<file path="src/rtl/reliable_datagram_frame_receiver_assert.svh">
// ----------------------------------------------------------------------------
// Assertion macros for the reliable datagram frame receiver
// Same-cycle and next-cycle implication checks on clk, off during reset.
// ----------------------------------------------------------------------------
`ifndef RELIABLE_DATAGRAM_FRAME_RECEIVER_ASSERT_SVH
`define RELIABLE_DATAGRAM_FRAME_RECEIVER_ASSERT_SVH

// Check that post holds in the cycle in which pre holds.
`define RDFR_ASSERT_NOW(name, pre, post, msg) \
  name: assert property (@(posedge clk) disable iff (!rst_n) (pre) |-> (post)) \
    else $error(msg);

// Check that post holds in the cycle after pre holds.
`define RDFR_ASSERT_NEXT(name, pre, post, msg) \
  name: assert property (@(posedge clk) disable iff (!rst_n) (pre) |=> (post)) \
    else $error(msg);

`endif

</file>
<file path="src/rtl/rdfr_pkg.sv">
`timescale 1ns / 1ps
// ----------------------------------------------------------------------------
// rdfr_pkg
// Types and constants shared by the datagram frame receiver modules.
// ----------------------------------------------------------------------------
package rdfr_pkg;

  localparam int PREAMBLE_LEN = 8;
  localparam int POS_W        = 4;
  localparam int CFG_AW       = 2;
  localparam int FIFO_DEPTH   = 4;
  localparam int FIFO_AW      = 2;

  localparam logic [7:0] PREAMBLE_EVEN = 8'hAA;
  localparam logic [7:0] PREAMBLE_ODD  = 8'h55;
  localparam logic [7:0] ID_WRAP       = 8'hFF;

  localparam logic [POS_W-1:0] POS_CLASS = POS_W'(PREAMBLE_LEN);
  localparam logic [POS_W-1:0] POS_SUB   = POS_W'(PREAMBLE_LEN + 1);
  localparam logic [POS_W-1:0] POS_LEN0  = POS_W'(PREAMBLE_LEN + 2);
  localparam logic [POS_W-1:0] POS_LEN1  = POS_W'(PREAMBLE_LEN + 3);
  localparam logic [POS_W-1:0] POS_BODY  = POS_W'(PREAMBLE_LEN + 4);

  typedef enum logic [CFG_AW-1:0] {
    CFG_UNRELIABLE_CODE = 2'd0,
    CFG_RELIABLE_CODE   = 2'd1,
    CFG_NORMAL_CODE     = 2'd2,
    CFG_ACK_CODE        = 2'd3
  } cfg_idx_t;

  typedef enum logic [1:0] {
    FC_PENDING  = 2'd0,
    FC_NORMAL   = 2'd1,
    FC_ACK      = 2'd2,
    FC_RELIABLE = 2'd3
  } fc_t;

  typedef enum logic [1:0] {
    K_UNREL_DATA = 2'd0,
    K_REL_DATA   = 2'd1,
    K_ACK_RX     = 2'd2,
    K_SEND_ACK   = 2'd3
  } kind_t;

  typedef struct packed {
    kind_t      kind;
    logic [7:0] value;
    logic       message_end;
    logic       truncated;
  } res_t;

  typedef struct packed {
    logic two;
    res_t r0;
    res_t r1;
  } entry_t;

  typedef struct packed {
    logic full;
    logic empty;
  } fifo_stat_t;

endpackage

</file>
<file path="src/rtl/rdfr_front.sv">
`timescale 1ns / 1ps
// ----------------------------------------------------------------------------
// rdfr_front
// Parse datagram bytes, track frame state and build result entries.
// ----------------------------------------------------------------------------
module rdfr_front (
  input  logic                        clk,
  input  logic                        rst_n,
  input  logic                        cfg_we,
  input  logic [rdfr_pkg::CFG_AW-1:0] cfg_addr,
  input  logic [7:0]                  cfg_wdata,
  input  logic                        in_tvalid,
  output logic                        in_tready,
  input  logic [7:0]                  in_tdata,   // [7:0] data_byte
  input  logic                        in_tlast,
  input  rdfr_pkg::fifo_stat_t        fifo_st,
  output logic                        push,
  output rdfr_pkg::entry_t            push_entry
);
  import rdfr_pkg::*;

  logic [7:0]       unrel_code_r, rel_code_r, normal_code_r, ack_code_r;
  logic [POS_W-1:0] pos_r, pos_nxt;
  logic             dropped_r, dropped_nxt;
  fc_t              class_r, class_nxt;
  logic [7:0]       id_r, id_nxt;
  logic             accepted_r, accepted_nxt;
  logic [15:0]      len_r, len_nxt;
  logic [15:0]      cnt_r, cnt_nxt;
  logic [7:0]       last_id_r, last_id_nxt;

  logic        take;
  logic [7:0]  b;
  logic [7:0]  want;
  logic [15:0] cnt_inc;
  logic        last_byte;
  logic        deliver;
  logic        emitted;
  logic        has0, has1;
  res_t        res0, res1;
  kind_t       data_kind;

  assign in_tready = !fifo_st.full;
  assign take      = in_tvalid && in_tready;
  assign b         = in_tdata;
  assign want      = pos_r[0] ? PREAMBLE_ODD : PREAMBLE_EVEN;
  assign cnt_inc   = cnt_r + 16'd1;
  assign last_byte = (cnt_inc == len_r);

  always_comb begin
    pos_nxt      = pos_r;
    dropped_nxt  = dropped_r;
    class_nxt    = class_r;
    id_nxt       = id_r;
    accepted_nxt = accepted_r;
    len_nxt      = len_r;
    cnt_nxt      = cnt_r;
    last_id_nxt  = last_id_r;
    emitted      = 1'b0;
    has0         = 1'b0;
    has1         = 1'b0;
    deliver      = 1'b0;
    data_kind    = (class_r == FC_RELIABLE) ? K_REL_DATA : K_UNREL_DATA;
    res0         = '{kind: K_ACK_RX, value: b, message_end: 1'b1, truncated: 1'b0};
    res1         = '{kind: K_SEND_ACK, value: 8'd0, message_end: 1'b1, truncated: 1'b0};

    if (!dropped_r) begin
      priority if (pos_r < POS_CLASS) begin
        if (b != want) begin
          dropped_nxt = 1'b1;
        end
      end else if (pos_r == POS_CLASS) begin
        priority if (b == unrel_code_r) begin
          class_nxt = FC_PENDING;
        end else if (b == rel_code_r) begin
          class_nxt = FC_RELIABLE;
        end else begin
          dropped_nxt = 1'b1;
        end
      end else if (pos_r == POS_SUB) begin
        priority if (class_r == FC_RELIABLE) begin
          id_nxt = b;
          if ((b == 8'd0 && last_id_r == ID_WRAP) || b > last_id_r) begin
            accepted_nxt = 1'b1;
            last_id_nxt  = b;
          end
        end else if (b == normal_code_r) begin
          class_nxt = FC_NORMAL;
        end else if (b == ack_code_r) begin
          class_nxt = FC_ACK;
        end else begin
          dropped_nxt = 1'b1;
        end
      end else if (pos_r == POS_LEN0) begin
        if (class_r == FC_ACK) begin
          has0 = 1'b1;
        end else begin
          len_nxt = {8'd0, b};
        end
      end else if (pos_r == POS_LEN1) begin
        if (class_r != FC_ACK) begin
          len_nxt = {b, len_r[7:0]};
        end
      end else begin
        deliver = (class_r == FC_NORMAL) || (class_r == FC_RELIABLE && accepted_r);
        if (deliver && cnt_r < len_r) begin
          cnt_nxt = cnt_inc;
          has0    = 1'b1;
          emitted = 1'b1;
          res0    = '{kind: data_kind, value: b,
                      message_end: last_byte || in_tlast,
                      truncated: in_tlast && !last_byte};
        end
      end
    end

    if (pos_r < POS_BODY) begin
      pos_nxt = pos_r + POS_W'(1);
    end

    if (in_tlast) begin
      if (!dropped_nxt && pos_r >= POS_SUB) begin
        deliver = (class_nxt == FC_NORMAL) || (class_nxt == FC_RELIABLE && accepted_nxt);
        if (deliver && !emitted && (pos_r < POS_LEN1 || cnt_nxt < len_nxt)) begin
          has0 = 1'b1;
          res0 = '{kind: (class_nxt == FC_RELIABLE) ? K_REL_DATA : K_UNREL_DATA,
                   value: 8'd0, message_end: 1'b1, truncated: 1'b1};
        end
        if (class_nxt == FC_RELIABLE) begin
          has1       = 1'b1;
          res1.value = id_nxt;
        end
      end
      pos_nxt      = '0;
      dropped_nxt  = 1'b0;
      class_nxt    = FC_PENDING;
      id_nxt       = 8'd0;
      accepted_nxt = 1'b0;
      len_nxt      = 16'd0;
      cnt_nxt      = 16'd0;
    end
  end

  assign push           = take && (has0 || has1);
  assign push_entry.two = has0 && has1;
  assign push_entry.r0  = has0 ? res0 : res1;
  assign push_entry.r1  = res1;

  always_ff @(posedge clk) begin
    if (!rst_n) begin
      unrel_code_r  <= 8'd0;
      rel_code_r    <= 8'd1;
      normal_code_r <= 8'd0;
      ack_code_r    <= 8'd1;
    end else if (cfg_we) begin
      unique case (cfg_idx_t'(cfg_addr))
        CFG_UNRELIABLE_CODE: unrel_code_r  <= cfg_wdata;
        CFG_RELIABLE_CODE:   rel_code_r    <= cfg_wdata;
        CFG_NORMAL_CODE:     normal_code_r <= cfg_wdata;
        CFG_ACK_CODE:        ack_code_r    <= cfg_wdata;
        default: ;
      endcase
    end
  end

  always_ff @(posedge clk) begin
    if (!rst_n) begin
      pos_r      <= '0;
      dropped_r  <= 1'b0;
      class_r    <= FC_PENDING;
      id_r       <= 8'd0;
      accepted_r <= 1'b0;
      len_r      <= 16'd0;
      cnt_r      <= 16'd0;
      last_id_r  <= ID_WRAP;
    end else if (take) begin
      pos_r      <= pos_nxt;
      dropped_r  <= dropped_nxt;
      class_r    <= class_nxt;
      id_r       <= id_nxt;
      accepted_r <= accepted_nxt;
      len_r      <= len_nxt;
      cnt_r      <= cnt_nxt;
      last_id_r  <= last_id_nxt;
    end
  end

endmodule

</file>
<file path="src/rtl/rdfr_fifo.sv">
`timescale 1ns / 1ps
// ----------------------------------------------------------------------------
// rdfr_fifo
// Short register queue of result entries between front and back.
// ----------------------------------------------------------------------------
module rdfr_fifo (
  input  logic                 clk,
  input  logic                 rst_n,
  input  logic                 push,
  input  rdfr_pkg::entry_t     push_entry,
  input  logic                 pop,
  output rdfr_pkg::entry_t     head,
  output rdfr_pkg::fifo_stat_t stat
);
  import rdfr_pkg::*;

  entry_t             mem_r [FIFO_DEPTH];
  logic [FIFO_AW-1:0] wr_ptr_r, rd_ptr_r;
  logic [FIFO_AW:0]   cnt_r, cnt_nxt;
  logic               do_push, do_pop;

  assign stat.full  = (cnt_r == (FIFO_AW + 1)'(FIFO_DEPTH));
  assign stat.empty = (cnt_r == '0);
  assign do_push    = push && !stat.full;
  assign do_pop     = pop && !stat.empty;
  assign head       = mem_r[rd_ptr_r];

  always_comb begin
    cnt_nxt = cnt_r;
    unique case ({do_push, do_pop})
      2'b10:   cnt_nxt = cnt_r + (FIFO_AW + 1)'(1);
      2'b01:   cnt_nxt = cnt_r - (FIFO_AW + 1)'(1);
      default: cnt_nxt = cnt_r;
    endcase
  end

  always_ff @(posedge clk) begin
    if (do_push) begin
      mem_r[wr_ptr_r] <= push_entry;
    end
  end

  always_ff @(posedge clk) begin
    if (!rst_n) begin
      wr_ptr_r <= '0;
      rd_ptr_r <= '0;
      cnt_r    <= '0;
    end else begin
      if (do_push) begin
        wr_ptr_r <= wr_ptr_r + FIFO_AW'(1);
      end
      if (do_pop) begin
        rd_ptr_r <= rd_ptr_r + FIFO_AW'(1);
      end
      cnt_r <= cnt_nxt;
    end
  end

endmodule

</file>
<file path="src/rtl/rdfr_back.sv">
`timescale 1ns / 1ps
// ----------------------------------------------------------------------------
// rdfr_back
// Drain queued entries into the output register: one result per cycle unless stalled.
// ----------------------------------------------------------------------------
module rdfr_back (
  input  logic                 clk,
  input  logic                 rst_n,
  input  rdfr_pkg::entry_t     head,
  input  rdfr_pkg::fifo_stat_t fifo_st,
  output logic                 pop,
  output logic                 out_tvalid,
  input  logic                 out_tready,
  output logic [7:0]           out_tdata,  // [7:0] value
  output logic                 out_tlast,
  output logic [3:0]           out_tuser   // [1:0] kind, [2] truncated, [3] last_result
);
  import rdfr_pkg::*;

  logic out_valid_r;
  logic phase_r;
  res_t out_res_r;
  logic out_lastres_r;
  logic load;
  logic avail;

  assign load  = !out_valid_r || out_tready;
  assign avail = load && !fifo_st.empty;
  assign pop   = avail && (!head.two || phase_r);

  always_ff @(posedge clk) begin
    if (!rst_n) begin
      out_valid_r <= 1'b0;
      phase_r     <= 1'b0;
    end else if (load) begin
      out_valid_r <= !fifo_st.empty;
      if (avail) begin
        phase_r <= head.two && !phase_r;
      end
    end
  end

  always_ff @(posedge clk) begin
    if (avail) begin
      out_res_r     <= phase_r ? head.r1 : head.r0;
      out_lastres_r <= !head.two || phase_r;
    end
  end

  assign out_tvalid = out_valid_r;
  assign out_tdata  = out_res_r.value;
  assign out_tlast  = out_res_r.message_end;
  assign out_tuser  = {out_lastres_r, out_res_r.truncated, out_res_r.kind};

endmodule

</file>
<file path="src/rtl/reliable_datagram_frame_receiver.sv">
`timescale 1ns / 1ps
// Each result passes through the result queue and then the output register to out_*.
// Throughput: one byte per cycle while the queue has room; one result per cycle
// leaves the output register while out_tready allows. A datagram end with a payload or
// marker and a send-ack request yields two results in turn; a four-entry queue buffers them.
// Reset: synchronous active-low rst_n clears frame state, restores register
// defaults and sets the last accepted id to 255; no clearing pass.
`include "reliable_datagram_frame_receiver_assert.svh"
// ----------------------------------------------------------------------------
// reliable_datagram_frame_receiver
// Checks preamble, classifies datagrams, filters reliable ids, emits results.
// ----------------------------------------------------------------------------
module reliable_datagram_frame_receiver (
  input  logic                        clk,
  input  logic                        rst_n,
  input  logic                        cfg_we,
  input  logic [rdfr_pkg::CFG_AW-1:0] cfg_addr,
  input  logic [7:0]                  cfg_wdata,
  input  logic                        in_tvalid,
  output logic                        in_tready,
  input  logic [7:0]                  in_tdata,   // [7:0] data_byte
  input  logic                        in_tlast,
  output logic                        out_tvalid,
  input  logic                        out_tready,
  output logic [7:0]                  out_tdata,  // [7:0] value
  output logic                        out_tlast,
  output logic [3:0]                  out_tuser   // [1:0] kind, [2] truncated, [3] last_result
);
  import rdfr_pkg::*;

  fifo_stat_t fifo_st;
  entry_t     push_entry;
  entry_t     head;
  logic       push;
  logic       pop;

  rdfr_front u_front (
    .clk        (clk),
    .rst_n      (rst_n),
    .cfg_we     (cfg_we),
    .cfg_addr   (cfg_addr),
    .cfg_wdata  (cfg_wdata),
    .in_tvalid  (in_tvalid),
    .in_tready  (in_tready),
    .in_tdata   (in_tdata),
    .in_tlast   (in_tlast),
    .fifo_st    (fifo_st),
    .push       (push),
    .push_entry (push_entry)
  );

  rdfr_fifo u_fifo (
    .clk        (clk),
    .rst_n      (rst_n),
    .push       (push),
    .push_entry (push_entry),
    .pop        (pop),
    .head       (head),
    .stat       (fifo_st)
  );

  rdfr_back u_back (
    .clk        (clk),
    .rst_n      (rst_n),
    .head       (head),
    .fifo_st    (fifo_st),
    .pop        (pop),
    .out_tvalid (out_tvalid),
    .out_tready (out_tready),
    .out_tdata  (out_tdata),
    .out_tlast  (out_tlast),
    .out_tuser  (out_tuser)
  );

  `RDFR_ASSERT_NOW(a_no_overflow, fifo_st.full, !push, "queue push while full")
  `RDFR_ASSERT_NOW(a_no_underflow, pop, !fifo_st.empty, "queue pop while empty")
  `RDFR_ASSERT_NOW(a_ack_flags, out_tvalid && out_tuser[1:0] == K_SEND_ACK,
                   out_tlast && !out_tuser[2] && out_tuser[3], "bad send-ack flags")
  `RDFR_ASSERT_NEXT(a_pair_follows, out_tvalid && out_tready && !out_tuser[3],
                    out_tvalid && out_tuser[1:0] == K_SEND_ACK, "missing send-ack")

endmodule

</file>
<file path="config.mk">
export PLATFORM = sky130hd
export DESIGN_NAME = reliable_datagram_frame_receiver
export DESIGN_NICKNAME = d
export VERILOG_FILES = /design/src/rtl/rdfr_pkg.sv /design/src/rtl/rdfr_front.sv /design/src/rtl/rdfr_fifo.sv /design/src/rtl/rdfr_back.sv /design/src/rtl/reliable_datagram_frame_receiver.sv
export VERILOG_INCLUDE_DIRS = /design/src /design/src/rtl
export SDC_FILE = /design/constraint.sdc
export NUM_CORES = 1
export LEC_CHECK = 0
export BUFFER_PORTS_ARGS = -buffer_cell sky130_fd_sc_hd__buf_2
export CAP_MARGIN = 30
export CORE_ASPECT_RATIO = 1.5
export CORE_UTILIZATION = 31
export DETAILED_ROUTE_END_ITERATION = 8
export PLACE_DENSITY = 0.49
export SLEW_MARGIN = 30
export SYNTH_ARGS = -nofsm -noshare
export SYNTH_HDL_FRONTEND = slang
export SYNTH_HIERARCHICAL = 1
export SYNTH_SLANG_ARGS = --single-unit
export TNS_END_PERCENT = 30
</file>
<file path="constraint.sdc">
create_clock -name clk -period 7.4 [get_ports clk]
set_clock_uncertainty 0.1 [all_clocks]
set_input_delay 1.85 -clock clk [delete_from_list [all_inputs] [get_ports clk]]
set_output_delay 1.85 -clock clk [all_outputs]
set_load 0.05 [all_outputs]
</file>
=== Word level (Yosys, flattened, before mapping) ===
Memories as Yosys holds them, arrays and structs flattened. A register that Yosys moved wholly into a read port is not among the register bits.
Index checks and enable logic that the tools add are counted.

* Register bits: 110
* Input port bits: 24
* Memories kept: 1
* Memory bits (writable): 84
* Output and inout port bits: 15
* Word-level logic and storage cells: 201

{| class="wikitable"
|+ Memory list
! name !! words !! bits a word !! rd ports !! clocked after memory_dff !! wr ports !! line !! text
|-
| u_fifo.mem_r || 4 || 21 || 1 || 1 || 1 || rdfr_fifo.sv:17 || <nowiki>entry_t mem_r [FIFO_DEPTH];</nowiki>
|}

* Bitwise operators: 3
* Reduce and logical (&&, ||, !) cells: 44
* Multiplexer cells: 95
* Magnitude comparators: 7
* $add $sub $neg: 6
* Eq/ne operators: 23

{| class="wikitable"
|+ Operators with widths
! cell !! number
|-
| 16-bit 2-to-1 mux || 17
|-
| 12-bit 2-to-1 mux || 12
|-
| 8-bit 2-to-1 mux || 10
|-
| 1-bit 2-to-1 mux || 41
|-
| 8-bit == test || 4
|-
| 16-bit < comparator || 2
|-
| 2-bit 2-to-1 mux || 12
|-
| 16-bit by 1-bit adder with 16-bit output (second input constant) || 1
|-
| 16-bit == test || 1
|-
| 4-bit == test (second input constant) || 4
|-
| 1-bit logical AND || 16
|-
| 2-bit == test (second input constant) || 6
|-
| 4-bit < comparator (second input constant) || 3
|-
| 2-bit AND reduction || 6
|-
| 2-bit by 1-bit == test with 1-bit output (second input constant) || 4
|-
| 8-bit == test (second input constant) || 1
|-
| 8-bit greater-than comparator || 1
|-
| 1-bit zero test || 8
|-
| 8-bit zero test || 1
|-
| 1-bit logical OR || 8
|-
| 4-bit 2-to-1 mux || 2
|-
| 8-bit inequality test || 1
|-
| 7-bit AND reduction || 1
|-
| 3-bit case mux with 2 select lines || 1
|-
| other kinds (11) || 15
|}

=== Logic depth before layout (Yosys ltp) ===
Gate-level depths: netlist of run 1.

* Depth in word-level cells: 22
* Gate-level depth with buffers: 27
* Mapped depth without buffers: 26

=== Modules after synthesis ===
Netlist of run 1, hierarchy kept.

{| class="wikitable"
|+ Modules (own cells, without submodules)
! module !! cells each !! area an instance (µm²) !! instances
|-
| rdfr_front || 786 || 6392.4 || 1
|-
| rdfr_fifo || 185 || 4126.5 || 1
|-
| rdfr_back || 39 || 640.6 || 1
|}

=== Worst setup path after synthesis of run 1 ===
OpenSTA, ideal clock, no wires.

* Kind: input port to flip-flop
* From: in in_tdata[5]
* To: mem u_fifo/mem_r[0][0] (netlist name) (enable)
* Required time: 6.916 ns
* Path slack: 2.213 ns
* Stages: 14
* Buffers on the path: 2
* Data arrival time: 4.703 ns
* Cell sequence: buf_2 -> mux2i_1 -> ha_1 -> a21o_1 -> a21o_1 -> a21o_1 -> nor4_1 -> o22ai_1 -> nor3_2 -> o311a_4 -> o31a_1 -> nor2b_1 -> buf_2 -> and2_1

* Longest elaborated chain between the ends: 21
* Elaborated cells on any way between the ends: 63
* Classes of those cells: order compare (2); eq/ne (7); mux (41); reduce/logical (13)

{| class="wikitable"
|+ RTL lines
! item !! line !! text
|-
| start: declaration || reliable_datagram_frame_receiver.sv:21 || <nowiki>input logic [7:0] in_tdata,</nowiki>
|-
| parallel branches: the longest is 16 deep, another holds 16-bit < comparator || n/a ||
|-
| 1-bit logical OR * || rdfr_front.sv:144 || <nowiki>assign push = take && (has0 || has1);</nowiki>
|-
| 1-bit logical AND * || rdfr_front.sv:144 ||
|-
| via push || reliable_datagram_frame_receiver.sv:34 || <nowiki>logic push;</nowiki>
|-
| 1-bit logical AND * || rdfr_fifo.sv:24 || <nowiki>assign do_push = push && !stat.full;</nowiki>
|-
| 1-bit 2-to-1 mux * || rdfr_fifo.sv:38 || <nowiki>if (do_push) begin</nowiki>
|-
| 1-bit 2-to-1 mux (not written as such) * || rdfr_fifo.sv:39 || <nowiki>mem_r[wr_ptr_r] <= push_entry;</nowiki>
|-
| end: declaration || rdfr_fifo.sv:17 ||
|}

Mark *: on every way through the listed nets, which the timed path passes.

=== Worst setup path in the final report of run 1 ===
* From: reg u_front.len_r[15]
* To: reg u_fifo.cnt_r[2]

* Longest elaborated chain between the ends: 20
* Elaborated cells on any way between the ends: 44
* Classes of those cells: order compare (2); eq/ne (2); mux (31); reduce/logical (9)

{| class="wikitable"
|+ RTL lines
! item !! line !! text
|-
| start: declaration || rdfr_front.sv:28 || <nowiki>logic [15:0] len_r, len_nxt;</nowiki>
|-
| start signal: assignment || rdfr_front.sv:182 || <nowiki>len_r <= len_nxt;</nowiki>
|-
| 16-bit < comparator || rdfr_front.sv:106 || <nowiki>if (deliver && cnt_r < len_r) begin</nowiki>
|-
| 1-bit logical AND || rdfr_front.sv:106 ||
|-
| 16-bit 2-to-1 mux / 1-bit 2-to-1 mux (equally long branches) || rdfr_front.sv:106 ||
|-
| 16-bit 2-to-1 mux / 1-bit 2-to-1 mux (equally long branches) || rdfr_front.sv:100 || <nowiki>end else if (pos_r == POS_LEN1) begin</nowiki>
|-
| 16-bit 2-to-1 mux / 1-bit 2-to-1 mux (equally long branches) || rdfr_front.sv:94 || <nowiki>end else if (pos_r == POS_LEN0) begin</nowiki>
|-
| 16-bit 2-to-1 mux / 1-bit 2-to-1 mux (equally long branches) || rdfr_front.sv:80 || <nowiki>end else if (pos_r == POS_SUB) begin</nowiki>
|-
| 16-bit 2-to-1 mux / 1-bit 2-to-1 mux (equally long branches) || rdfr_front.sv:72 || <nowiki>end else if (pos_r == POS_CLASS) begin</nowiki>
|-
| 16-bit 2-to-1 mux / 1-bit 2-to-1 mux (equally long branches) || rdfr_front.sv:68 || <nowiki>priority if (pos_r < POS_CLASS) begin</nowiki>
|-
| [5 not listed] || n/a ||
|-
| 1-bit 2-to-1 mux || rdfr_front.sv:122 || <nowiki>if (!dropped_nxt && pos_r >= POS_SUB) begin</nowiki>
|-
| 1-bit 2-to-1 mux * || rdfr_front.sv:121 || <nowiki>if (in_tlast) begin</nowiki>
|-
| 1-bit logical OR * || rdfr_front.sv:144 ||
|-
| 1-bit logical AND * || rdfr_front.sv:144 ||
|-
| via push || reliable_datagram_frame_receiver.sv:34 ||
|-
| 1-bit logical AND * || rdfr_fifo.sv:24 ||
|-
| 2-bit by 1-bit == test with 1-bit output / 2-bit == test (equally long branches) || rdfr_fifo.sv:30 || <nowiki>unique case ({do_push, do_pop})</nowiki>
|-
| 3-bit case mux with 2 select lines / 2-bit nonzero test (equally long branches) || n/a ||
|-
| end signal: assignment || rdfr_fifo.sv:55 || <nowiki>cnt_r <= cnt_nxt;</nowiki>
|-
| end: declaration || rdfr_fifo.sv:19 || <nowiki>logic [FIFO_AW:0] cnt_r, cnt_nxt;</nowiki>
|}

The timed path passes the listed nets; every way through them passes the cells marked *.
A chain may end at the register's enable or synchronous reset.

==> results.sh, run 1 <==
export IMPL_syn_area_per_cell_um2=11.0
export IMPL_cts_htree_levels=1
export IMPL_drive_gt1_share_pct=14.2
export IMPL_setup_ws_ns=1.07
export IMPL_drtIter0Drc=322
export IMPL_cp_end_kind="register"
export IMPL_ff2ff_setup_slack_ns=1.07
export IMPL_yosysWarnings=6
export IMPL_maxCapViolCount=0
export IMPL_worstPathArrival_ns=6.68
export IMPL_peakVddDrop_mv=0.116
export IMPL_p_per_area_nw_per_um2=191
export IMPL_worst_slew_pin_slew_ns=0.944
export IMPL_first_global_vias=7935
export IMPL_clk_latency_ns=0.54
export IMPL_cts_buffer_depth=3
export IMPL_layout_worst_path_cycle_share_pct=85.5
export IMPL_seq_area_frac_synth_pct=48.2
export IMPL_whs_endpoint="u_front/ack_code_r[3]$_SDFFE_PN0P_"
export IMPL_cts_resized=0
export IMPL_synthesis_area_um2=11200
export IMPL_critical_path_startpoint_type="register"
export IMPL_fin_crit_ns=6.33
export IMPL_fmax_mhz=158
export IMPL_criticalPathCategory="register to register"
export IMPL_cts_tree="built"
export IMPL_io_pins=39
export IMPL_ant_nets=0
export IMPL_route_detailed_drc=0
export IMPL_slew_violations=0
export IMPL_r2r_cells=25
export IMPL_cts_setup_buffers=0
export IMPL_worstPathRequired_ns=7.75
export IMPL_grt_max_degree=78
export IMPL_place_hpwl_mm=18.6
export IMPL_setup_viol=0
export IMPL_min_path_type="register to register"
export IMPL_via_count=7567
export IMPL_clkTransAtPathRegs_ns=0.07
export IMPL_cts_buffers=22
export IMPL_hold_depth=2
export IMPL_layout_nets=1099
export IMPL_rsz0062_at_grt="false"
export IMPL_rows=84
export IMPL_ys_flop_type="edfxtp_1"
export IMPL_min_delay_start="u_front/ack_code_r[3]$_SDFFE_PN0P_"
export IMPL_synth_edf_count=113
export IMPL_regToRegEndpoint="u_fifo/cnt_r[2]$_SDFFE_PN0P_"
export IMPL_die_h_um=234
export IMPL_r2r_start="u_front/len_r[15]$_SDFFE_PN0P_"
export IMPL_cts_sinks=212
export IMPL_grt_pass1_wl_mm=44.1
export IMPL_fp_dieArea_um2=36800
export IMPL_syn_to_final_growth_pct=10.9
export IMPL_routedWlPerCell_um=18.2
export IMPL_gp_congestion=0.814
export IMPL_antenna_found_initial=0
export IMPL_io_buffers=38
export IMPL_synthArstFlopShare_pct=0
export IMPL_die_w_um=157
export IMPL_ys_types=78
export IMPL_track_usage_pct=15.7
export IMPL_overflow=0
export IMPL_setup_tns_ns=0
export IMPL_ctsHoldBuffers=0
export IMPL_postSynthCellCount=1010
export IMPL_leakage_nw=4.33
export IMPL_utilization_pct=35.1
export IMPL_vias_per_cell=5.00
export IMPL_pre_cts_ws_ns=1.14
export IMPL_hold_ws_ns=0.383
export IMPL_finalHoldViolCount=0
export IMPL_n_antenna_cell=0
export IMPL_core_um2=35200
export IMPL_slew_headroom_pct=36.5
export IMPL_status="finished clean"
export IMPL_initial_core_util_pct=31.7
export IMPL_wl_mm=27.6
export IMPL_cts_root_buf="clkbuf_16"
export IMPL_ys_ff_latch=212
export IMPL_first_pass_iters=5
export IMPL_cp_max_fo=15
export IMPL_p_total_w=0.00236
==> through the flow <==
stage	instance area, um^2	instances
after global routing	12400	1513
after CTS	12400	1513
after global placement	11700	1473
final	12400	1513
after floorplan	11200	1012
after detailed placement	11700	1473
==> cells in the mapped netlist, drive strengths merged, types with 5 or more instances <==
cell | n | area share [%]
or3 | 7 | 0.39
dfxtp | 99 | 18
nand2 | 96 | 3.3
mux4 | 25 | 5.0
o22ai | 22 | 1.2
nor2b | 45 | 2.5
buf | 30 | 2.0
a21boi | 28 | 1.9
nor4 | 9 | 0.56
a22oi | 27 | 1.8
o211ai | 5 | 0.34
nand4 | 16 | 0.90
and2 | 24 | 1.3
mux2i | 37 | 3.3
o21a | 5 | 0.34
a21oi | 26 | 1.2
mux2 | 13 | 1.3
inv | 47 | 1.6
a31oi | 5 | 0.41
ha | 50 | 5.6
nor3 | 15 | 0.90
a32oi | 12 | 0.94
nand2b | 6 | 0.34
o21ai | 27 | 1.2
clkbuf | 34 | 1.2
nand3 | 15 | 0.72
nor2 | 47 | 1.6
xor2 | 37 | 2.9
edfxtp | 113 | 30
xnor2 | 32 | 2.5
==> area by class of cell <==
type                    instances  area [um^2]
clock buffers                  25          562
inverters                      47          176
well taps                     473          592
repair buffers                 52          295
fillers                      3502        22800
multi-input cells             689         5270
clock inverters                15         96.3
flip-flops and latches        212         5380
==> cells by family after synthesis <==
group / share of synthesized area, %
muxes: 9.68
AOI/OAI and AO/OA: 11.5
and+or+nand+nor: 14.7
adders and majority gates: 5.79
xor gates and xnor gates: 5.42
other: 0.0673
buffers and inverters: 4.73
DFF: 48.2
==> worst max-delay path by stage <==
stage	end	slack [ns]	depth (start not counted)	from
4_1_cts	u_fifo/cnt_r[2]$_SDFFE_PN0P_	1.10	24	u_front/len_r[14]$_SDFFE_PN0P_
3_3_place_gp	u_fifo/cnt_r[2]$_SDFFE_PN0P_	1.28	25	u_front/len_r[14]$_SDFFE_PN0P_
5_1_grt	u_fifo/cnt_r[2]$_SDFFE_PN0P_	0.44	24	u_front/cnt_r[9]$_SDFFE_PN0P_
2_1_floorplan	u_fifo/mem_r[0][0]$_DFFE_PP_	2.21	14	in_tdata[5]
6_report	u_fifo/cnt_r[2]$_SDFFE_PN0P_	1.07	25	u_front/len_r[15]$_SDFFE_PN0P_
3_5_place_dp	u_fifo/cnt_r[2]$_SDFFE_PN0P_	1.14	25	u_front/len_r[14]$_SDFFE_PN0P_
==> power by group <==
| group | leakage [nW] | total, W | switching (W) | internal, W |
|---|---|---|---|---|
| sequential | 1.76 | 0.00124 | 0.00000511 | 0.00123 |
| clock | 0.310 | 0.00103 | 0.000479 | 0.000552 |
| combinational | 2.26 | 0.0000950 | 0.0000635 | 0.0000315 |
==> registers in the layout (all words and copies together) (netlist names), 2 cells and up, named ones only <==
name and cells:
u_front/class_r 2, u_front/unrel_code_r 8, u_front/cnt_r 16, u_front/len_r 16, u_front/ack_code_r 8, u_front/rel_code_r 8, u_fifo/mem_r 100, u_back/out_tuser 3
u_front/normal_code_r 8, u_back/out_tdata 8, u_front/last_id_r 8, u_fifo/wr_ptr_r 2, u_fifo/cnt_r 3, u_front/pos_r 4, u_front/id_r 8, u_fifo/rd_ptr_r 2
==> worst max-delay path, cell delays in order (launching register included) <==
cell and delay, ns:
dfxtp_1 0.37, inv_1 0.07, ha_1 0.34, nand4_1 0.14
or4_1 0.62, o2111ai_2 0.74, nand2b_1 0.30, nor2_1 0.07
xor2_1 0.15, ha_1 0.31, a21o_1 0.16, a21oi_1 0.13
o21ai_0 0.11, a221oi_1 0.35, o22ai_1 0.16, nor3_2 0.18
o311a_4 0.32, o31a_1 0.14, nor2b_1 0.41, inv_2 0.05
ha_1 0.23, inv_1 0.07, fa_1 0.17, xor2_1 0.07
or3_1 0.30, a21boi_1 0.14
==> routing by layer <==
metal / wire, um / vias up / global-route usage, %
li1: - / 3701 / -
met1: 11300 / 3646 / 17.5
met2: 14200 / 165 / 29.1
met3: 1010 / 55 / 2.05
met4: 1070 / 0 / 7.26
met5: 0 / - / 0
==> layout by cell type, fill, tap and decap left out, types with 6 or more instances in the layout <==
master and n:
nand2_1 95, nor3_1 9, a22oi_1 27, nor3_2 6
nand3_1 14, ha_1 50, edfxtp_1 113, a21boi_0 26
a32oi_1 12, clkbuf_16 22, a21oi_1 26, xor2_1 37
or3_1 7, xnor2_1 32, nor2b_1 44, mux2_2 13
and2_1 24, nor2_1 45, buf_2 38, nand4_1 16
o21ai_0 26, o22ai_1 22, mux4_2 25, dfxtp_1 98
mux2i_1 37, nor4_1 8, nand2b_1 6, buf_4 14
inv_1 46
Power figures use the tool's default switching activity.
==> inputs of run 2 (changes only) <==
--- a/config.mk
+++ b/config.mk
@@ -8,9 +8,11 @@
 export LEC_CHECK = 0
 export BUFFER_PORTS_ARGS = -buffer_cell sky130_fd_sc_hd__buf_2
 export CAP_MARGIN = 30
-export CORE_ASPECT_RATIO = 1.5
+export CORE_ASPECT_RATIO = 1.4
 export CORE_UTILIZATION = 31
+export CTS_BUF_LIST = sky130_fd_sc_hd__clkbuf_2
 export DETAILED_ROUTE_END_ITERATION = 8
+export HOLD_SLACK_MARGIN = 0.08
 export PLACE_DENSITY = 0.49
 export SLEW_MARGIN = 30
 export SYNTH_ARGS = -nofsm -noshare
==> results.sh, run 2 (same netlist as run 1, synthesis figures left out) <==
export IMPL_status="finished clean"
export IMPL_die_h_um=226
export IMPL_setup_tns_ns=0
export IMPL_slew_headroom_pct=37.1
export IMPL_grt_max_degree=70
export IMPL_io_buffers=38
export IMPL_maxCapViolCount=0
export IMPL_cp_max_fo=15
export IMPL_ant_nets=0
export IMPL_worstPathArrival_ns=7.00
export IMPL_combPwrFrac_pct=4.5
export IMPL_io_pins=39
export IMPL_cts_tree="built"
export IMPL_setup_viol=0
export IMPL_die_w_um=162
export IMPL_ff2ff_setup_slack_ns=1.09
export IMPL_ctsHoldBuffers=0
export IMPL_drive_gt1_share_pct=17.5
export IMPL_p_per_area_nw_per_um2=172
export IMPL_cts_root_buf="clkbuf_2"
export IMPL_largest_register_ffs=100
export IMPL_seq_power_share_pct=59.0
export IMPL_first_global_vias=8012
export IMPL_initial_core_util_pct=31.7
export IMPL_min_path_type="register to register"
export IMPL_peakVddDrop_mv=0.0788
export IMPL_crit_top_cell="ha_1"
export IMPL_antenna_found_initial=1
export IMPL_mostFrequentLayoutCells="edfxtp_1 (113), dfxtp_1 (98), nand2_1 (95)"
export IMPL_p_sw_w=0.000551
export IMPL_p_sw_share_pct=26.2
export IMPL_drtIter0Drc=373
export IMPL_clk_latency_ns=0.87
export IMPL_vias_per_cell=4.96
export IMPL_layout_worst_path_cycle_share_pct=85.2
export IMPL_cp_end_kind="register"
export IMPL_fmax_mhz=159
export IMPL_worst_slew_pin_slew_ns=0.936
export IMPL_routedWlPerCell_um=17.8
export IMPL_worstPathRequired_ns=8.10
export IMPL_leakage_nw=4.38
export IMPL_critical_path_startpoint_type="register"
export IMPL_cts_buffers=55
export IMPL_overflow=0
export IMPL_cts_setup_buffers=0
export IMPL_track_usage_pct=15.7
export IMPL_internal_power_w=0.00155
export IMPL_wl_mm=27.8
export IMPL_place_inst=1456
export IMPL_clkTransAtPathRegs_ns=0.10
export IMPL_slowest_stage="o2111ai_2"
export IMPL_fp_dieArea_um2=36800
export IMPL_fillers=3566
export IMPL_finalHoldViolCount=0
export IMPL_reg_top3="u_fifo/mem_r: 100 flops, u_front/cnt_r: 16 flops, u_front/len_r: 16 flops"
export IMPL_criticalPathCategory="register to register"
export IMPL_top_layer="met4"
export IMPL_wl_met1_mm=11.2
export IMPL_first_pass_iters=4
export IMPL_fin_crit_ns=6.31
export IMPL_final_common_cell="edfxtp_1"
export IMPL_cts_buffer_depth=3
export IMPL_core_um2=35200
export IMPL_p_total_w=0.00210
export IMPL_wl_met3_mm=1.11
export IMPL_rows=81
export IMPL_place_hpwl_mm=18.7
export IMPL_via_count=7728
export IMPL_slew_violations=0
export IMPL_regMostFlops="u_fifo/mem_r"
export IMPL_fin_cells=1559
export IMPL_gp_congestion=0.852
export IMPL_grt_pass1_wl_mm=44.1
export IMPL_cts_sinks=212
export IMPL_cts_resized=0
export IMPL_crit_path_max_incr_delay_ns=0.76
export IMPL_rsz0062_at_grt="false"
export IMPL_cts_htree_levels=2
export IMPL_utilization_pct=34.6
export IMPL_layout_nets=1132
export IMPL_route_detailed_drc=0
export IMPL_dr_wl_met2_mm=14.6
export IMPL_clock_power_share_pct=36.5
export IMPL_syn_to_final_growth_pct=9.08
run 2: cell count changes in the layout (fill, tap and decap cells not counted), sizes merged:
cell      previous run  this run
clkbuf              25        77
clkinv              10        23
clkinvlp             4         1
diode                0         2
inv                 48        47
run 2: power groups by stage:
| stage | registers [W] | clock network [W] | logic (W) |
|---|---|---|---|
| 2_1_floorplan | 0.00126 | 0 | 0.0000616 |
| 3_3_place_gp | 0.00126 | 0 | 0.0000956 |
| 3_5_place_dp | 0.00126 | 0 | 0.0000960 |
| 4_1_cts | 0.00124 | 0.000815 | 0.0000962 |
| 5_1_grt | 0.00124 | 0.000876 | 0.000104 |
| 6_report | 0.00124 | 0.000765 | 0.0000952 |
run 2: path summary, 6_finish.rpt:
path | from | endpoint | cells past startpoint
setup / recovery | u_front/len_r[15]$_SDFFE_PN0P_ | u_fifo/cnt_r[2]$_SDFFE_PN0P_ | 25
hold / removal | u_front/ack_code_r[1]$_SDFFE_PN0P_ | u_front/ack_code_r[1]$_SDFFE_PN0P_ | 2
setup reg to reg | u_front/len_r[15]$_SDFFE_PN0P_ | u_fifo/cnt_r[2]$_SDFFE_PN0P_ | 25
hold reg to reg | u_front/ack_code_r[1]$_SDFFE_PN0P_ | u_front/ack_code_r[1]$_SDFFE_PN0P_ | 2
run 2: final cells by class:
type,count,area (um^2),share of cell area (%)
sequential,212,5380,44.2
multi-input combinational,689,5270,43.3
tap,456,571,4.69
clock buffer,77,385,3.17
timing repair buffer,52,295,2.43
inverter,47,176,1.45
clock inverter,24,95.1,0.781
antenna,2,5.00,0.0411
run 2: stage by stage:
step | setup slack (ns) | instance area [um^2] | hold slack, ns
finish | 1.09 | 12200 | 0.380
detailed placement | 1.13 | 11700 | 0.365
floorplan | 2.21 | 11200 | 0.343
global placement | 1.24 | 11700 | 0.360
global route | 0.638 | 12200 | 0.404
CTS | 1.09 | 12200 | 0.384
run 2: routing by layer:
layer,track usage (%),vias to the layer above
met5,0,-
met4,7.52,0
met3,3.16,56
met2,29.0,157
met1,16.8,3720
li1,-,3795
run 2: critical path, delay by kind of cell, from the launching register on:
family | cells | cell delay (ns)
simple gates | 7 | 2.03
flops | 1 | 0.39
buf+inv | 3 | 0.22
compound gates | 9 | 2.21
fa+ha+maj | 4 | 1.06
xor+xnor | 2 | 0.22
==> inputs of run 3 (changes only) <==
--- a/config.mk
+++ b/config.mk
@@ -10,7 +10,7 @@
 export CAP_MARGIN = 30
 export CORE_ASPECT_RATIO = 1.4
 export CORE_UTILIZATION = 31
-export CTS_BUF_LIST = sky130_fd_sc_hd__clkbuf_2
+export CTS_BUF_LIST = sky130_fd_sc_hd__clkbuf_8
 export DETAILED_ROUTE_END_ITERATION = 8
 export HOLD_SLACK_MARGIN = 0.08
 export PLACE_DENSITY = 0.49
==> results.sh, run 3 (same netlist as run 1, synthesis figures left out) <==
export IMPL_setup_tns_ns=0
export IMPL_layout_nets=1114
export IMPL_antenna_found_initial=0
export IMPL_clk_latency_ns=0.55
export IMPL_mostFrequentLayoutCells="edfxtp_1 (113), dfxtp_1 (98), nand2_1 (95)"
export IMPL_final_common_cell="edfxtp_1"
export IMPL_ant_nets=0
export IMPL_regMostFlops="u_fifo/mem_r"
export IMPL_drtIter0Drc=369
export IMPL_rsz0062_at_grt="false"
export IMPL_crit_path_max_incr_delay_ns=0.72
export IMPL_initial_core_util_pct=31.7
export IMPL_first_pass_iters=4
export IMPL_p_sw_w=0.000559
export IMPL_slowest_stage="o2111ai_2"
export IMPL_internal_power_w=0.00181
export IMPL_layout_worst_path_cycle_share_pct=84.4
export IMPL_wl_mm=27.9
export IMPL_cp_max_fo=15
export IMPL_routedWlPerCell_um=18.3
export IMPL_clkTransAtPathRegs_ns=0.06
export IMPL_track_usage_pct=15.7
export IMPL_worstPathArrival_ns=6.62
export IMPL_ctsHoldBuffers=0
export IMPL_setup_viol=0
export IMPL_cts_root_buf="clkbuf_8"
export IMPL_finalHoldViolCount=0
export IMPL_cts_htree_levels=2
export IMPL_criticalPathCategory="register to register"
export IMPL_pre_cts_ws_ns=1.13
export IMPL_slew_violations=0
export IMPL_die_w_um=162
export IMPL_cp_end_kind="register"
export IMPL_min_path_type="register to register"
export IMPL_grt_max_degree=70
export IMPL_grt_pass1_wl_mm=44.3
export IMPL_fin_crit_ns=6.24
export IMPL_p_per_area_nw_per_um2=191
export IMPL_drive_gt1_share_pct=15.1
export IMPL_vias_per_cell=4.97
export IMPL_overflow=0
export IMPL_via_count=7575
export IMPL_cts_buffer_depth=3
export IMPL_fp_dieArea_um2=36800
export IMPL_combPwrFrac_pct=4.0
export IMPL_largest_register_ffs=100
export IMPL_worst_slew_pin_slew_ns=0.943
export IMPL_critical_path_startpoint_type="register"
export IMPL_route_detailed_drc=0
export IMPL_leakage_nw=4.46
export IMPL_io_pins=39
export IMPL_maxCapViolCount=0
export IMPL_cts_sinks=212
export IMPL_slew_headroom_pct=36.6
export IMPL_syn_to_final_growth_pct=11.1
export IMPL_cts_buffers=37
export IMPL_clock_power_share_pct=43.7
export IMPL_core_um2=35200
export IMPL_first_global_vias=7909
export IMPL_peakVddDrop_mv=0.106
export IMPL_place_hpwl_mm=18.7
export IMPL_setup_ws_ns=1.16
export IMPL_reg_top3="u_fifo/mem_r: 100 flops, u_front/cnt_r: 16 flops, u_front/len_r: 16 flops"
export IMPL_fmax_mhz=160
export IMPL_cts_setup_buffers=0
export IMPL_seq_power_share_pct=52.3
export IMPL_p_sw_share_pct=23.6
export IMPL_worstPathRequired_ns=7.77
export IMPL_gp_congestion=0.852
export IMPL_cts_tree="built"
export IMPL_io_buffers=38
export IMPL_die_h_um=226
export IMPL_crit_top_cell="ha_1"
export IMPL_cts_resized=0
export IMPL_rows=81
export IMPL_status="finished clean"
-- run 3: cell count changes in the layout (fill, tap and decap cells not counted), sizes merged --
cell      change
bufinv        +1
clkbuf       -36
clkinvlp      -1
inv          +22
clkinv       -20
diode         -1
-- run 3: final cells by class --
type | instances | area [um^2]
Clock buffer | 41 | 564
Tap cell | 456 | 571
Fill cell | 3520 | 22800
Antenna cell | 1 | 2.50
Timing Repair Buffer | 52 | 295
Inverter | 47 | 176
Sequential cell | 212 | 5380
Clock inverter | 26 | 140
Multi-Input combinational cell | 689 | 5270
-- run 3: path summary, 6_finish.rpt --
| kind | to | slack (ns) | startpoint | cells past startpoint |
|---|---|---|---|---|
| max | u_fifo/cnt_r[2]$_SDFFE_PN0P_ | 1.16 | u_front/len_r[14]$_SDFFE_PN0P_ | 25 |
| min | u_front/ack_code_r[1]$_SDFFE_PN0P_ | 0.37 | u_front/ack_code_r[1]$_SDFFE_PN0P_ | 2 |
| max reg2reg | u_fifo/cnt_r[2]$_SDFFE_PN0P_ | 1.16 | u_front/len_r[14]$_SDFFE_PN0P_ | 25 |
| min reg2reg | u_front/ack_code_r[1]$_SDFFE_PN0P_ | 0.37 | u_front/ack_code_r[1]$_SDFFE_PN0P_ | 2 |
-- run 3: through the flow --
stage | cells | hold slack, ns | utilization (%) | power (W) | area (um^2)
after global placement | 1456 | 0.360 | 33.2 | 0.00136 | 11700
after floorplan | 1012 | 0.343 | - | 0.00133 | 11200
final | 1524 | 0.374 | 35.2 | 0.00237 | 12400
after detailed placement | 1456 | 0.365 | 33.2 | 0.00136 | 11700
after global routing | 1523 | 0.398 | 35.2 | 0.00247 | 12400
after CTS | 1523 | 0.379 | 35.2 | 0.00241 | 12400
-- run 3: per-layer routing --
metal / GRT usage, % / vias to the layer above / wire length (um)
met5: 0 / - / 0
met4: 6.76 / 0 / 924
met3: 2.63 / 63 / 948
met2: 28.9 / 130 / 14500
met1: 17.5 / 3652 / 11500
li1: - / 3730 / -
-- run 3: worst max-delay path: cells and delay by family, from the launching register on --
| kind | cells | cell delay (ns) |
|---|---|---|
| buffers and inverters | 3 | 0.25 |
| AOI/OAI and AO/OA | 9 | 2.14 |
| DFF | 1 | 0.38 |
| adders and majority gates | 4 | 1.03 |
| xor gates and xnor gates | 2 | 0.23 |
| and+or+nand+nor | 7 | 2.03 |
-- run 3: power by group through the flow --
stage | combinational, W | sequential [W] | clock [W]
2_1_floorplan | 0.0000616 | 0.00126 | 0
3_3_place_gp | 0.0000956 | 0.00126 | 0
3_5_place_dp | 0.0000960 | 0.00126 | 0
4_1_cts | 0.0000962 | 0.00124 | 0.00108
5_1_grt | 0.000104 | 0.00124 | 0.00113
6_report | 0.0000952 | 0.00124 | 0.00104
